File: src/rtl/i2cm_pkg.sv
`timescale 1ns / 1ps
`default_nettype none
package i2cm_pkg;

  localparam int HalfPeriodW = 8;
  localparam int PollW       = 16;
  localparam int StepW       = 5;
  localparam int CfgIdxW     = 1;
  localparam int CfgDataW    = 16;

  localparam logic [2:0] KIND_NONE  = 3'd0;
  localparam logic [2:0] KIND_START = 3'd1;
  localparam logic [2:0] KIND_STOP  = 3'd2;
  localparam logic [2:0] KIND_WRITE = 3'd3;
  localparam logic [2:0] KIND_READ  = 3'd4;
  localparam logic [2:0] KIND_ACK   = 3'd5;

  localparam logic [CfgIdxW-1:0] CFG_HALF_PERIOD = 1'd0;
  localparam logic [CfgIdxW-1:0] CFG_POLL_LIMIT  = 1'd1;

  localparam logic [HalfPeriodW-1:0] HALF_PERIOD_RST = 8'd5;
  localparam logic [PollW-1:0]       POLL_LIMIT_RST  = 16'd1000;

  // result of one tick
  typedef struct packed {
    logic       scl_level;
    logic       sda_value;
    logic       sda_drive;
    logic       busy_res;
    logic [7:0] read_data;
    logic       read_done;
    logic       ack_received;
    logic       ack_timeout;
    logic       command_dropped;
  } res_t;

  function automatic logic [StepW-1:0] phase_total(input logic [2:0] cmd);
    case (cmd)
      KIND_START: phase_total = 5'd4;
      KIND_STOP:  phase_total = 5'd4;
      KIND_WRITE: phase_total = 5'd18;
      KIND_READ:  phase_total = 5'd18;
      KIND_ACK:   phase_total = 5'd3;
      default:    phase_total = 5'd0;
    endcase
  endfunction

endpackage
`default_nettype wire

File: src/rtl/i2cm_seq.sv
`timescale 1ns / 1ps
`default_nettype none
module i2cm_seq (
  input  wire logic                           clk,
  input  wire logic                           rst_n,
  input  wire logic                           advance_en,
  input  wire logic [2:0]                     kind,
  input  wire logic [7:0]                     data_byte,
  input  wire logic                           sda_level,
  input  wire logic [i2cm_pkg::HalfPeriodW-1:0] half_period,
  input  wire logic [i2cm_pkg::PollW-1:0]       poll_limit,
  output i2cm_pkg::res_t                      res
);
  import i2cm_pkg::*;

  logic [StepW-1:0]       step_r, step_nxt;
  logic [HalfPeriodW-1:0] timer_r, timer_nxt;
  logic [7:0]             shift_r, shift_nxt;
  logic [PollW-1:0]       poll_r, poll_nxt;
  logic [2:0]             cmd_r, cmd_nxt;
  logic                   scl_r, scl_nxt;
  logic                   sda_r, sda_nxt;
  logic                   drv_r, drv_nxt;
  logic [7:0]             last_r, last_nxt;

  logic [HalfPeriodW-1:0] hold;
  logic [PollW-1:0]       limit;
  logic                   start_new;
  logic                   adv;
  logic                   done, ack, tmo, dropped, busy;
  logic [StepW-1:0]       s;

  assign hold  = (half_period == '0) ? HalfPeriodW'(1) : half_period;
  assign limit = (poll_limit == '0) ? PollW'(1) : poll_limit;
  assign start_new = (cmd_r == KIND_NONE) && (kind >= KIND_START) && (kind <= KIND_ACK);

  always_comb begin
    cmd_nxt   = cmd_r;
    step_nxt  = step_r;
    timer_nxt = timer_r;
    shift_nxt = shift_r;
    poll_nxt  = poll_r;
    scl_nxt   = scl_r;
    sda_nxt   = sda_r;
    drv_nxt   = drv_r;
    last_nxt  = last_r;
    done      = 1'b0;
    ack       = 1'b0;
    tmo       = 1'b0;
    busy      = 1'b0;
    adv       = 1'b0;
    dropped   = (cmd_r != KIND_NONE) && (kind != KIND_NONE);

    if (start_new) begin
      cmd_nxt   = kind;
      step_nxt  = '0;
      timer_nxt = '0;
      shift_nxt = (kind == KIND_WRITE) ? data_byte : 8'd0;
      poll_nxt  = '0;
    end
    s = step_nxt;

    if (cmd_nxt != KIND_NONE) begin
      busy = 1'b1;
      // pin changes on the first tick of a phase
      if (timer_nxt == '0) begin
        case (cmd_nxt)
          KIND_START: begin
            if (s == 5'd0) begin
              drv_nxt = 1'b1;
              sda_nxt = 1'b1;
            end else if (s == 5'd1) scl_nxt = 1'b1;
            else if (s == 5'd2) sda_nxt = 1'b0;
            else scl_nxt = 1'b0;
          end
          KIND_STOP: begin
            if (s == 5'd0) begin
              drv_nxt = 1'b1;
              sda_nxt = 1'b0;
            end else if (s == 5'd1) scl_nxt = 1'b1;
            else if (s == 5'd2) sda_nxt = 1'b1;
            else scl_nxt = 1'b0;
          end
          KIND_WRITE: begin
            if (s < 5'd16) begin
              if (s == 5'd0) drv_nxt = 1'b1;
              if (!s[0]) scl_nxt = 1'b0;
              else begin
                sda_nxt = shift_nxt[7];
                scl_nxt = 1'b1;
              end
            end else if (s == 5'd16) scl_nxt = 1'b0;
            else sda_nxt = 1'b1;
          end
          KIND_READ: begin
            if (s == 5'd0) scl_nxt = 1'b0;
            else if (s == 5'd1) sda_nxt = 1'b1;
            else if (!s[0]) begin
              scl_nxt = 1'b1;
              drv_nxt = 1'b0;
            end else scl_nxt = 1'b0;
          end
          KIND_ACK: begin
            if (s == 5'd0) scl_nxt = 1'b1;
            else if (s == 5'd1) drv_nxt = 1'b0;
            else scl_nxt = 1'b0;
          end
          default: ;
        endcase
      end

      if (cmd_nxt == KIND_ACK && s == 5'd1) begin
        if (!sda_level) begin
          ack = 1'b1;
          adv = 1'b1;
        end else begin
          poll_nxt = poll_nxt + PollW'(1);
          if (poll_nxt >= limit || poll_nxt == '0) begin
            tmo = 1'b1;
            adv = 1'b1;
          end
        end
      end else begin
        timer_nxt = timer_nxt + HalfPeriodW'(1);
        if (timer_nxt >= hold) begin
          adv = 1'b1;
          if (cmd_nxt == KIND_WRITE && s < 5'd16 && s[0])
            shift_nxt = {shift_nxt[6:0], 1'b0};
          if (cmd_nxt == KIND_READ && s >= 5'd2 && !s[0])
            shift_nxt = {shift_nxt[6:0], sda_level};
        end
      end

      if (adv) begin
        timer_nxt = '0;
        step_nxt  = s + StepW'(1);
        if (step_nxt >= phase_total(cmd_nxt)) begin
          if (cmd_nxt == KIND_READ) begin
            last_nxt = shift_nxt;
            done     = 1'b1;
          end
          cmd_nxt  = KIND_NONE;
          step_nxt = '0;
        end
      end
    end
  end

  always_ff @(posedge clk) begin
    if (!rst_n) begin
      cmd_r   <= KIND_NONE;
      step_r  <= '0;
      timer_r <= '0;
      shift_r <= '0;
      poll_r  <= '0;
      scl_r   <= 1'b1;
      sda_r   <= 1'b1;
      drv_r   <= 1'b0;
      last_r  <= '0;
    end else if (advance_en) begin
      cmd_r   <= cmd_nxt;
      step_r  <= step_nxt;
      timer_r <= timer_nxt;
      shift_r <= shift_nxt;
      poll_r  <= poll_nxt;
      scl_r   <= scl_nxt;
      sda_r   <= sda_nxt;
      drv_r   <= drv_nxt;
      last_r  <= last_nxt;
    end
  end

  always_comb begin
    res.scl_level       = scl_nxt;
    res.sda_value       = sda_nxt;
    res.sda_drive       = drv_nxt;
    res.busy_res        = busy;
    res.read_data       = last_nxt;
    res.read_done       = done;
    res.ack_received    = ack;
    res.ack_timeout     = tmo;
    res.command_dropped = dropped;
  end

endmodule
`default_nettype wire

File: src/rtl/i2cm_out.sv
`timescale 1ns / 1ps
`default_nettype none
module i2cm_out (
  input  wire logic           clk,
  input  wire logic           rst_n,
  input  wire logic           load,
  input  wire i2cm_pkg::res_t res_in,
  input  wire logic           out_stall,
  output logic                out_valid,
  output logic                can_load,
  output i2cm_pkg::res_t      res_out
);
  import i2cm_pkg::*;

  logic valid_r;
  res_t res_r;

  // room when empty or the held result leaves this cycle
  assign can_load  = !valid_r || !out_stall;
  assign out_valid = valid_r;
  assign res_out   = res_r;

  always_ff @(posedge clk) begin
    if (!rst_n) begin
      valid_r <= 1'b0;
    end else if (load) begin
      valid_r <= 1'b1;
    end else if (!out_stall) begin
      valid_r <= 1'b0;
    end
  end

  always_ff @(posedge clk) begin
    if (load) begin
      res_r <= res_in;
    end
  end

endmodule
`default_nettype wire

File: src/rtl/i2c_master_byte_engine.sv
`timescale 1ns / 1ps
`default_nettype none
// Channel  Direction  Handshake            Carries
// in_      input      in_valid / in_stall  kind, data_byte, sda_level (one bus tick)
// out_     output     out_valid / out_stall pin levels, busy, read byte, status pulses
// cfg_     input      cfg_wr_en            half period ticks, ack poll limit
//
// One request is taken every cycle while in_stall is low; its result goes to the
// output register; sequencer state updates in the same cycle the request is taken.
// Synchronous active-low reset: bus idle (SCL and SDA high, released), no command.
// in_stall rises only while a result is held and out_stall is high.
module i2c_master_byte_engine (
  input  wire logic                          clk,
  input  wire logic                          rst_n,
  input  wire logic                          in_valid,
  output logic                               in_stall,
  input  wire logic [2:0]                    in_kind,
  input  wire logic [7:0]                    in_data_byte,
  input  wire logic                          in_sda_level,
  output logic                               out_valid,
  input  wire logic                          out_stall,
  output logic                               out_scl_level,
  output logic                               out_sda_value,
  output logic                               out_sda_drive,
  output logic                               out_busy_res,
  output logic [7:0]                         out_read_data,
  output logic                               out_read_done,
  output logic                               out_ack_received,
  output logic                               out_ack_timeout,
  output logic                               out_command_dropped,
  input  wire logic                          cfg_wr_en,
  input  wire logic [i2cm_pkg::CfgIdxW-1:0]  cfg_index,
  input  wire logic [i2cm_pkg::CfgDataW-1:0] cfg_wdata
);
  import i2cm_pkg::*;

  logic [HalfPeriodW-1:0] half_period_r;
  logic [PollW-1:0]       poll_limit_r;
  logic                   can_load;
  logic                   accept;
  res_t                   res_comb;
  res_t                   res_q;

  assign in_stall = !can_load;
  assign accept   = in_valid && can_load;

  always_ff @(posedge clk) begin
    if (!rst_n) begin
      half_period_r <= HALF_PERIOD_RST;
      poll_limit_r  <= POLL_LIMIT_RST;
    end else if (cfg_wr_en) begin
      case (cfg_index)
        CFG_HALF_PERIOD: half_period_r <= cfg_wdata[HalfPeriodW-1:0];
        CFG_POLL_LIMIT:  poll_limit_r  <= cfg_wdata[PollW-1:0];
        default: ;
      endcase
    end
  end

  i2cm_seq u_seq (
    .clk         (clk),
    .rst_n       (rst_n),
    .advance_en  (accept),
    .kind        (in_kind),
    .data_byte   (in_data_byte),
    .sda_level   (in_sda_level),
    .half_period (half_period_r),
    .poll_limit  (poll_limit_r),
    .res         (res_comb)
  );

  i2cm_out u_out (
    .clk       (clk),
    .rst_n     (rst_n),
    .load      (accept),
    .res_in    (res_comb),
    .out_stall (out_stall),
    .out_valid (out_valid),
    .can_load  (can_load),
    .res_out   (res_q)
  );

  assign out_scl_level       = res_q.scl_level;
  assign out_sda_value       = res_q.sda_value;
  assign out_sda_drive       = res_q.sda_drive;
  assign out_busy_res        = res_q.busy_res;
  assign out_read_data       = res_q.read_data;
  assign out_read_done       = res_q.read_done;
  assign out_ack_received    = res_q.ack_received;
  assign out_ack_timeout     = res_q.ack_timeout;
  assign out_command_dropped = res_q.command_dropped;

endmodule
`default_nettype wire
File: config.mk
export PLATFORM = sky130hd
export DESIGN_NAME = i2c_master_byte_engine
export DESIGN_NICKNAME = d
export VERILOG_FILES = /design/src/rtl/i2cm_pkg.sv /design/src/rtl/i2cm_seq.sv /design/src/rtl/i2cm_out.sv /design/src/rtl/i2c_master_byte_engine.sv
export SDC_FILE = /design/constraint.sdc
export NUM_CORES = 1
export LEC_CHECK = 0
export ABC_CLOCK_PERIOD_IN_PS = 10320
export BUFFER_PORTS_ARGS = -buffer_cell sky130_fd_sc_hd__buf_2
export CAP_MARGIN = 0
export CORE_MARGIN = 2
export CORE_UTILIZATION = 34
export CTS_CLUSTER_SIZE = 14
export DETAILED_ROUTE_END_ITERATION = 10
export SLEW_MARGIN = 20
export SYNTH_ARGS = -nofsm -noshare
export SYNTH_HDL_FRONTEND = slang
export SYNTH_SLANG_ARGS = --single-unit
export TNS_END_PERCENT = 30
File: constraint.sdc
create_clock -name clk -period 10.32 [get_ports clk]
set_input_delay 2.064 -clock clk [delete_from_list [all_inputs] [get_ports clk]]
set_output_delay 2.064 -clock clk [all_outputs]
set_load 0.03 [all_outputs]
==> Word level (Yosys, flattened, before mapping) <==
Cells that the tools add are included.
{ "op_classes": {"muxes": 80, "reduce_logical": 31, "n_addsub": 3, "n_eq_ne": 10, "bitwise_logic": 1, "order_cmp": 7} }
{ "op_table": {"columns": ["op", "count"], "rows": [
  ["8-bit two-way mux", 16],
  ["16-bit two-way mux", 5],
  ["1-bit two-way mux", 45],
  ["16-bit zero test", 2],
  ["5-bit two-way mux", 6],
  ["16-bit by 1-bit adder with 16-bit output, second input constant", 1],
  ["16-bit greater-or-equal comparator", 1],
  ["8-bit zero test", 2],
  ["5-bit one-hot mux with 3 select lines", 1],
  ["3-bit two-way mux", 4],
  ["1-bit one-hot mux with 4 select lines", 3],
  ["3-bit by 2-bit == test with 1-bit output, second input constant", 3],
  ["1-bit logical AND", 9],
  ["3-bit nonzero test", 3],
  ["8-bit by 1-bit adder with 8-bit output, second input constant", 1],
  ["8-bit greater-or-equal comparator", 1],
  ["3-bit == test, second input constant", 2],
  ["2-bit AND reduction", 3],
  ["3-bit AND reduction", 2],
  ["5-bit by 1-bit adder with 5-bit output, second input constant", 1],
  ["5-bit by 1-bit == test with 1-bit output, second input constant", 1],
  ["5-bit by 2-bit == test with 1-bit output, second input constant", 1],
  ["5-bit == test, second input constant", 1],
  ["5-bit by 2-bit greater-or-equal comparator with 1-bit output, second input constant", 1],
  ["other kinds (12)", 17]
]} }
{ "totals": {"output_inout_bits": 18, "regBits": 92, "elab_cells": 153} }

==> Logic depth before layout (Yosys ltp) <==
Gate-level depths: netlist of run 1.
{ "logic_depth": {"ltp_word": 17, "ltp_mapped": 21} }

==> Hierarchy <==
Synthesis of run 1 repeated with hierarchy kept, for this count alone.
{ "hier_totals": {"hier_cells": 764, "hier_area_um2": 6206.0} }
{ "by_module_without_submodules": {"columns": ["mod", "cells_each", "instances", "seq_area_each_um2", "area_per_inst_um2"], "rows": [
  ["i2cm_seq", 635, 1, 1021.0, 4672.0],
  ["i2c_master_byte_engine", 109, 1, 480.5, 1018.5],
  ["i2cm_out", 20, 1, 500.5, 515.5]
]} }

==> Worst setup path before layout of run 1 <==
OpenSTA, ideal clock, no wires.
{ "synth_path": {"path_kind": "in2reg", "startpoint": "input port in_kind[0]", "endpoint": "register u_seq.step_r[2]", "cell_stages": 21, "t_required_ns": 10.244, "setup_ns": 0.076, "setup_slack_ns": 4.186, "arrival_ns": 6.058, "path_cell_list": "buf_6 > or3_4 > nand3_4 > clkbuf_1 > clkbuf_1 > and2_1 > ha_1 > buf_2 > nand3_1 > nor2_1 > and3_1 > nand3_1 > xor2_1 > nor2_1 > ha_1 > a21o_1 > a21oi_1 > o21ai_0 > nor3_4 > o221ai_1 > o22ai_1"} }
{ "synth_between": {"elab_chain_cells": 13, "elab_cells_between_ends": 37, "classes_between": "add/sub: 3; order compare: 5; eq/ne: 6; mux: 15; reduce/logical: 8"} }
{ "synth_rtl": {"columns": ["element", "line_no", "rtl"], "rows": [
  ["start: declaration", "i2c_master_byte_engine.sv:17", "input wire logic [2:0] in_kind,"],
  ["3-bit by 1-bit greater-or-equal comparator with 1-bit output", "i2cm_seq.sv:35", "assign start_new = (cmd_r == KIND_NONE) && (kind >= KIND_START) && (kind <= KIND_ACK);"],
  ["1-bit logical AND (2 in series)", "i2cm_seq.sv:35", null],
  ["16-bit two-way mux / 3-bit two-way mux (equally long branches)", "i2cm_seq.sv:54", "if (start_new) begin"],
  ["16-bit by 1-bit adder with 16-bit output, or another cell as far along", "i2cm_seq.sv:117", "poll_nxt = poll_nxt + PollW'(1);"],
  ["16-bit greater-or-equal comparator, or another cell as far along", "i2cm_seq.sv:118", "if (poll_nxt >= limit || poll_nxt == '0) begin"],
  ["1-bit logical OR / 5-bit one-hot mux with 3 select lines (equally long branches)", "i2cm_seq.sv:118, i2cm_pkg.sv:38", null],
  ["1-bit two-way mux / 5-bit two-way mux (equally long branches)", "i2cm_seq.sv:118, i2cm_seq.sv:134", null],
  ["1-bit two-way mux / 5-bit two-way mux (equally long branches)", "i2cm_seq.sv:113, i2cm_seq.sv:63", null],
  ["1-bit two-way mux / 5-bit greater-or-equal comparator (equally long branches)", "i2cm_seq.sv:112, i2cm_seq.sv:137", null],
  ["1-bit two-way mux / 5-bit two-way mux (equally long branches)", "i2cm_seq.sv:63, i2cm_seq.sv:137", null],
  ["5-bit two-way mux", "i2cm_seq.sv:134", "if (adv) begin"],
  ["5-bit two-way mux (*)", "i2cm_seq.sv:63", "if (cmd_nxt != KIND_NONE) begin"],
  ["end signal: assignment", "i2cm_seq.sv:162", "step_r <= step_nxt;"],
  ["end: declaration", "i2cm_seq.sv:16", "logic [StepW-1:0] step_r, step_nxt;"]
]} }
Every way passes the cells marked *; elsewhere a longest branch is shown, timed or not. The select of a mux whose other input is x is not followed.
A chain may end at the register's enable or synchronous reset.

==> Final worst setup path of run 1 <==
{ "layout_path": {"startpoint": "input port in_kind[2]", "endpoint": "register u_seq.cmd_r[1]"} }
{ "layout_between": {"elab_chain_cells": 13, "elab_cells_between_ends": 37, "classes_between": "add/sub: 3; order compare: 5; eq/ne: 6; mux: 15; reduce/logical: 8"} }
{ "layout_rtl": {"columns": ["element", "line_no", "rtl"], "rows": [
  ["3-bit by 1-bit greater-or-equal comparator with 1-bit output", "i2cm_seq.sv:35", null],
  ["1-bit logical AND (2 in series)", "i2cm_seq.sv:35", null],
  ["16-bit two-way mux / 3-bit two-way mux (equally long branches)", "i2cm_seq.sv:54", null],
  ["16-bit by 1-bit adder with 16-bit output, or another cell as far along", "i2cm_seq.sv:117", null],
  ["16-bit greater-or-equal comparator, or another cell as far along", "i2cm_seq.sv:118", null],
  ["1-bit logical OR / 5-bit one-hot mux with 3 select lines (equally long branches)", "i2cm_seq.sv:118, i2cm_pkg.sv:38", null],
  ["1-bit two-way mux / 5-bit two-way mux (equally long branches)", "i2cm_seq.sv:118, i2cm_seq.sv:134", null],
  ["1-bit two-way mux / 5-bit two-way mux (equally long branches)", "i2cm_seq.sv:113, i2cm_seq.sv:63", null],
  ["1-bit two-way mux / 5-bit greater-or-equal comparator (equally long branches)", "i2cm_seq.sv:112, i2cm_seq.sv:137", null],
  ["1-bit two-way mux / 3-bit two-way mux (equally long branches)", "i2cm_seq.sv:63, i2cm_seq.sv:137", null],
  ["3-bit two-way mux", "i2cm_seq.sv:134", null],
  ["3-bit two-way mux (*)", "i2cm_seq.sv:63", null],
  ["end signal: assignment", "i2cm_seq.sv:161", "cmd_r <= cmd_nxt;"],
  ["end: declaration", "i2cm_seq.sv:20", "logic [2:0] cmd_r, cmd_nxt;"]
]} }
Marks and branches as above.

==> metrics, run 1 <==
period utilization 60.5%; placed insts 983; initial core utilization 34.7%; top-area cell type share of the netlist area 25.4%; Ant. Diodes 0; top cells by area, synth dfxtp_1 25%, edfxtp_1 8.0%, ha_1 7.5%; GRT Util Overall 16.5%; sequential area share after synthesis 33.5%; largest net degree at the start of global routing 79; crit path max-delay cell type o41ai_1; Post-CTS Setup Repair Bufs 0; Crit. End Element flip-flop; via count 5362; 1st-iter DRT viols 472; CP Class in -> reg; most used routing layer met2; vias per cell 5.37; WL final 14.9 mm; Worst-Margin Slew 1.04 ns; vias in the first global route 4876; core area 17200 um^2; clk_lat worst skew 0.36 ns; worst min path class reg -> reg; CP required 10.53 ns; Final Hold Fails 0; met1 Usage GRT 23.6%; cts repair resizes 0; Layout Cells excl Fill 999; Fmax 160 MHz; post-route minimum period 6.24 ns; Syn Nets 818; initial antenna violation count 0; flop2flop setup slack 5.61 ns; setup tns final 0 ns; synth-to-layout area growth 11.1%; clock sink count 92; GR Layer Usage met2 25.3%; FF+latch count, synth 92; RD Place Congestion 0.854; CTS tree done; Die Y 137 um; first-pass GRT wire length 24.5 mm; biggest area consumer among synthesized cells dfxtp_1; Final ANT Viol Nets 0; ys async rst share 0%; DIE AREA 18700 um^2; grt met3 use 2.56%; setup violators final 0; clock power share 39.4%; H-tree levels 3; Post-synth EDFFs 16; Unique masters post-synth 75; gr ovfl total 0; Sw Share 30.7%; Gate Count Post-Synth 748; Synth Flop Type dfxtp_1; placed inst area 6340 um^2; mapped cell area 5980 um^2; CP Max Fanout 32; # fillers 1796; FP Rows 48; # IOs 52; Worst EP arrival 6.46 ns; Max VDD drop 0.0000794 V; maxcap violations 0; RSZ-0062 raised after global routing no; Final nets 839; Die X 137 um; Cell Chain, Critical Path buf_2 > or3_4 > nand3_4 > and2_1 > ha_1 > nand3_1 > nor2_1 > and3_1 > nand3_1 > xor2_1 > nor2_1 > ha_1 > nand4_1 > o21ai_0 > nor3_4 > o41ai_1 > nor3_1; sequential cell area 2000 um^2; clock skew 0.00956 ns; Avg Cell Area, Syn 8.00 um^2; hold buffers post-CTS 0; drt wl/cell 14.9 um; startpoint types primary input; warnings from Yosys 0; pwr/cell area 129 nW/um^2; Buffers on Ports 51; # DRC 0; Max Slew Vio Count 0; Root Buffer clkbuf_16; Worst path max stage delay 0.66 ns; HPWL Detailed 10.5 mm; Util after Layout 38.6%; internal power 0.595 mW; Reg power frac 45.3%; drt first pass iters 5; area of the multi-input gates 3610 um^2; CTS buffer count 9; share of post-route cells with drive strength above 1 12.3%; worst rel slew slack 30.8%; CTS max path bufs 2; combinational fraction of design power 15.3%; Leak 2.61 nW; clock-pin slew on the worst setup and hold paths 0.07 ns; Final Cell Area 6650 um^2; Psw 0.263 mW; outcome finished, final reports clean
[synth_stat cells (all sizes together), types with 15 or more instances]
master / count
a21boi: 28
a21oi: 40
and3: 15
buf: 22
clkbuf: 23
dfxtp: 76
edfxtp: 16
ha: 36
inv: 42
nand2: 109
nand3: 29
nor2: 55
nor3: 21
o21ai: 47
xnor2: 15
[registers in the layout (all words and copies together) (netlist names), 3 cells and up]
signal         flops
u_out.res_out     16
poll_limit_r      16
u_seq.poll_r      16
u_seq.shift_r      8
u_seq.step_r       5
u_seq.last_r       8
u_seq.timer_r      8
u_seq.cmd_r        3
half_period_r      8
[power by group through the flow]
stage               Sequential [mW]  Clock, mW  Combinational, mW
floorplan                     0.403          0             0.0884
global placement              0.397          0              0.132
detailed placement            0.396          0              0.131
CTS                           0.388      0.346              0.132
global route                  0.390      0.357              0.148
finish                        0.388      0.338              0.131
[final cells by class]
| cell class | instances | area share [%] |
|---|---|---|
| clock buffer | 9 | 3.39 |
| clock inverter | 7 | 1.15 |
| inverter | 45 | 2.54 |
| multi-input combinational | 566 | 54.3 |
| sequential | 92 | 30.1 |
| tap | 225 | 4.23 |
| timing repair buffer | 55 | 4.29 |
[final timing paths]
kind | start | to | cells after the start
setup / recovery | in_kind[2] | u_seq.cmd_r[1]$_SDFFE_PN0P_ | 17
hold / removal | u_seq.shift_r[5]$_SDFFE_PN0P_ | u_seq.shift_r[5]$_SDFFE_PN0P_ | 2
setup reg to reg | u_seq.cmd_r[2]$_SDFFE_PN0P_ | u_seq.step_r[2]$_SDFFE_PN0P_ | 16
hold reg to reg | u_seq.shift_r[5]$_SDFFE_PN0P_ | u_seq.shift_r[5]$_SDFFE_PN0P_ | 2
[stage by stage]
stage	hold WS [ns]	setup WS, ns	total power [mW]
4_1_cts	0.463	4.05	0.866
2_1_floorplan	0.431	4.19	0.491
3_3_place_gp	0.441	3.82	0.528
3_5_place_dp	0.446	3.69	0.528
5_1_grt	0.483	3.60	0.895
6_report	0.460	4.08	0.857
[per-layer routing]
| layer | up-vias | wire, um |
|---|---|---|
| li1 | 2726 | - |
| met1 | 2516 | 7410 |
| met2 | 104 | 6650 |
| met3 | 16 | 624 |
| met4 | 0 | 213 |
| met5 | - | 0 |
[kinds of logic after synthesis]
logic type      synth area share, %
compound gates                 22.6
flops                          33.5
simple gates                   24.8
fa+ha+maj                      7.53
buf+inv                        6.27
mux                            1.42
xor+xnor                       3.95
[critical path: cells and delay by family]
kind            cells  cell delay, ns
simple gates       11            2.33
compound gates      2            1.09
fa+ha+maj           2            0.66
xor+xnor            1            0.16
buf+inv             1            0.13
[layout by cell type (no fill, tap or decap), types with 4 or more instances in the layout]
cell / Yosys / routed
nand4_1: 11 / 11
nand2_1: 108 / 108
o21ai_1: 11 / 10
nor4_1: 7 / 7
ha_1: 36 / 36
and2_1: 7 / 7
a21oi_1: 40 / 40
nand3_1: 27 / 27
inv_1: 41 / 41
a21o_1: 9 / 9
o22ai_1: 11 / 11
buf_2: 15 / 51
xnor2_1: 15 / 15
o211ai_1: 11 / 11
or4_1: 5 / 5
xor2_1: 12 / 12
a22oi_1: 5 / 5
nor2b_1: 12 / 12
nor3_1: 18 / 18
o32ai_1: 5 / 5
a31oi_1: 7 / 7
edfxtp_1: 16 / 16
nand2b_1: 8 / 8
mux2i_1: 4 / 4
clkbuf_16: 0 / 9
buf_4: 1 / 4
nor2_1: 55 / 55
and3_1: 15 / 14
o21ai_0: 36 / 36
a21boi_0: 25 / 25
dfxtp_1: 76 / 76
Note: power is estimated with default switching activity, not from simulation.
==> run 2, diff against run 1 <==
--- a/config.mk
+++ b/config.mk
@@ -5,7 +5,8 @@
 export SDC_FILE = /design/constraint.sdc
 export NUM_CORES = 1
 export LEC_CHECK = 0
-export ABC_CLOCK_PERIOD_IN_PS = 10320
+export ABC_AREA = 1
+export ABC_CLOCK_PERIOD_IN_PS = 5650
 export BUFFER_PORTS_ARGS = -buffer_cell sky130_fd_sc_hd__buf_2
 export CAP_MARGIN = 0
 export CORE_MARGIN = 2
==> constraint.sdc (replaced) <==
create_clock -name clk -period 5.65 [get_ports clk]
set_input_delay 1.13 -clock clk [delete_from_list [all_inputs] [get_ports clk]]
set_output_delay 1.13 -clock clk [all_outputs]
set_load 0.03 [all_outputs]
==> run 2 against run 1 <==
Effect of this change:
- register-to-register slack lost 3.9 ns
- power grew 140%
- combinational power grew to 4.5 times the previous value
- routed wire length is 9.9% higher
- first-iteration DRC count shrank 11%
- design area is 9.6% higher
- sequential power increased by 94%
- clock power rose by 100%
- largest cell class unchanged
- highest routed layer unchanged
==> metrics, run 2 <==
CTS tree done; drt first pass iters 6 (+1); Die X 143 um (+4.3%); vias per cell 4.90 (-8.6%); Post-synth EDFFs 16 (unchanged); # fillers 1992 (+11%); FF+latch count, synth 92 (unchanged); first-pass GRT wire length 27.1 mm (+11%); gr ovfl total 0 (unchanged); Crit. End Element flip-flop; outcome finished, final reports clean; post-route minimum period 4.50 ns; share of post-route cells with drive strength above 1 14.2% (+1.9 points); setup tns final 0 ns (unchanged); initial antenna violation count 0 (unchanged); Leak 3.52 nW (+35%); RD Place Congestion 0.916 (+7.3%); worst min path class reg -> reg; Synth Flop Type dfxtp_1; CTS buffer count 9 (unchanged); Fmax 222 MHz; Ant. Diodes 0 (unchanged); Gate Count Post-Synth 981 (+31%); Worst-Margin Slew 0.783 ns (-0.254 ns); top-area cell type share of the netlist area 23.3% (-2.1 points); largest family of logic cells by synthesized area simple AND/OR/NAND/NOR gates; CP Max Fanout 25 (-22%); maxcap violations 0 (unchanged); cts repair resizes 0 (unchanged); post-synthesis simple-gate area fraction 36.2% (+11 points); post-synthesis adder-cell area fraction 6.90% (-0.63 points); Max Slew Vio Count 0 (unchanged); Avg Cell Area, Syn 6.66 um^2 (-17%); vias in the first global route 5515 (+13%); clock skew 0.0104 ns (+0.000877 ns); Unique masters post-synth 46 (-39%); Post-CTS Setup Repair Bufs 0 (unchanged); leading post-synthesis cells by instance count 268 x nand2_1, 125 x inv_1, 85 x a21oi_1; CP Class in -> reg; RSZ-0062 raised after global routing no; HPWL Detailed 11.8 mm (+13%); CTS max path bufs 2 (unchanged); via count 6164 (+15%); ys async rst share 0% (unchanged); CP required 5.91 ns (-4.62 ns); WL final 16.4 mm (+9.9%); Root Buffer clkbuf_16; startpoint types primary input; Final ANT Viol Nets 0 (unchanged); worst rel slew slack 47.7% (+17 points); warnings from Yosys 0 (unchanged); Synth Area in XOR/XNOR 1.07% (-2.9 points); GRT Util Overall 16.5% (-0.021 points); 1st-iter DRT viols 421 (-11%); # DRC 0 (unchanged); top cells by area, synth dfxtp_1 23%, nand2_1 15%, edfxtp_1 7.4%; Final nets 1088 (+30%); area fraction in compound gates after synthesis 14.4% (-8.2 points); period utilization 79.7%; biggest area consumer among synthesized cells dfxtp_1; # IOs 52 (unchanged); mapped cell area 6530 um^2 (+9.1%); sequential area share after synthesis 30.7% (-2.8 points); count leader, synth nand2_1; Max VDD drop 0.000172 V (+120%); clock-pin slew on the worst setup and hold paths 0.07 ns (about the same); H-tree levels 3 (unchanged); hold buffers post-CTS 0 (unchanged); commonest non-fill, non-tap cell in the layout nand2_1; largest net degree at the start of global routing 50 (-37%); synth-to-layout area growth 11.6%; leading cell types in the layout, fill and taps excluded 268 x nand2_1, 125 x inv_1, 85 x a21oi_1; clk_lat worst skew 0.36 ns (about the same); worst hold slack 0.465 ns (+0.00449 ns); clock sink count 92 (unchanged); Final Hold Fails 0 (unchanged); Die Y 143 um (+4.3%); mux contribution to synthesized area 0% (-1.4 points); core area 18800 um^2 (+8.9%); Buffers on Ports 51 (unchanged); initial core utilization 34.8% (+0.074 points); DIE AREA 20300 um^2 (+8.8%); Worst EP arrival 4.76 ns (-1.70 ns); FP Rows 50 (+4.2%); pwr/cell area 277 nW/um^2 (+110%); drt wl/cell 13.0 um (-13%); Syn Nets 1051 (+28%); setup violators final 0 (unchanged)
## run 2: cell count changes in the layout (fill, tap and decap cells not counted), sizes merged, moves of 10 or more
cell / previous run / this run
a21boi: 28 / 1
and3: 15 / 0
o21ai: 47 / 57
xnor2: 15 / 0
nor2: 55 / 81
nand3: 29 / 93
nor2b: 12 / 0
nand2: 109 / 280
inv: 46 / 141
a21oi: 40 / 87
## run 2: critical path: stages
cell	delay, ns
buf_2	0.13
inv_1	0.11
nand3_2	0.12
nand3_4	0.31
nand2_1	0.11
inv_1	0.10
ha_1	0.22
nand3_2	0.18
nor2_4	0.18
nand2_1	0.08
nand2_1	0.08
nand2_1	0.06
ha_1	0.28
nand2_1	0.06
inv_1	0.04
o21ai_0	0.06
a21oi_1	0.08
nor2_1	0.10
nand2_1	0.06
a31oi_1	0.29
nand3_4	0.17
nand2_2	0.29
inv_2	0.16
nand2_1	0.12
nand3_1	0.07
nand2_1	0.09
inv_1	0.04
## run 2: per-layer routing
| layer | vias to the layer above | global-route usage (%) | wire length [um] |
|---|---|---|---|
| met3 | 13 | 3.06 | 659 |
| met1 | 2714 | 23.2 | 8500 |
| met5 | - | 0 | 0 |
| met4 | 0 | 4.43 | 204 |
| met2 | 139 | 25.8 | 6990 |
| li1 | 3298 | - | - |
## run 2: layout make-up
| cell class | count | area (um^2) | area share, % |
|---|---|---|---|
| Sequential cell | 92 | 2000 | 27.5 |
| Clock inverter | 7 | 98.8 | 1.36 |
| Multi-Input combinational cell | 716 | 3830 | 52.6 |
| Clock buffer | 9 | 225 | 3.09 |
| Tap cell | 234 | 293 | 4.02 |
| Inverter | 141 | 531 | 7.28 |
| Timing Repair Buffer | 58 | 308 | 4.22 |
## run 2: stage by stage
step	setup WS, ns	utilization, %	area, um^2	instances	total power, mW
floorplan	1.39	-	6530	981	1.22
global placement	0.843	37.1	6960	1241	1.35
detailed placement	0.785	37.1	6960	1241	1.35
CTS	1.17	38.8	7290	1257	2.03
global route	0.736	38.8	7290	1257	2.14
finish	1.15	38.8	7290	1257	2.02
## run 2: final timing paths
kind | start | to | slack [ns] | cells after the start
min | u_seq.timer_r[6]$_SDFFE_PN0P_ | u_seq.timer_r[6]$_SDFFE_PN0P_ | 0.46 | 2
max reg2reg | u_seq.cmd_r[0]$_SDFFE_PN0P_ | u_seq.last_r[3]$_SDFFE_PN0P_ | 1.73 | 28
min reg2reg | u_seq.timer_r[6]$_SDFFE_PN0P_ | u_seq.timer_r[6]$_SDFFE_PN0P_ | 0.46 | 2
max | in_kind[0] | u_seq.last_r[3]$_SDFFE_PN0P_ | 1.15 | 27
## run 2: power by group
group / switching [mW] / internal [mW]
Combinational: 0.407 / 0.179
Sequential: 0.0277 / 0.726
Clock: 0.286 / 0.391
Total: 0.720 / 1.30
## run 2: kinds of logic (layout without fill, tap and decap cells)
kind of cell    Yosys count  in the layout
simple gates            501            501
buf+inv                 173            215
compound gates          171            171
flops                    92             92
fa+ha+maj                36             36
xor+xnor                  8              8
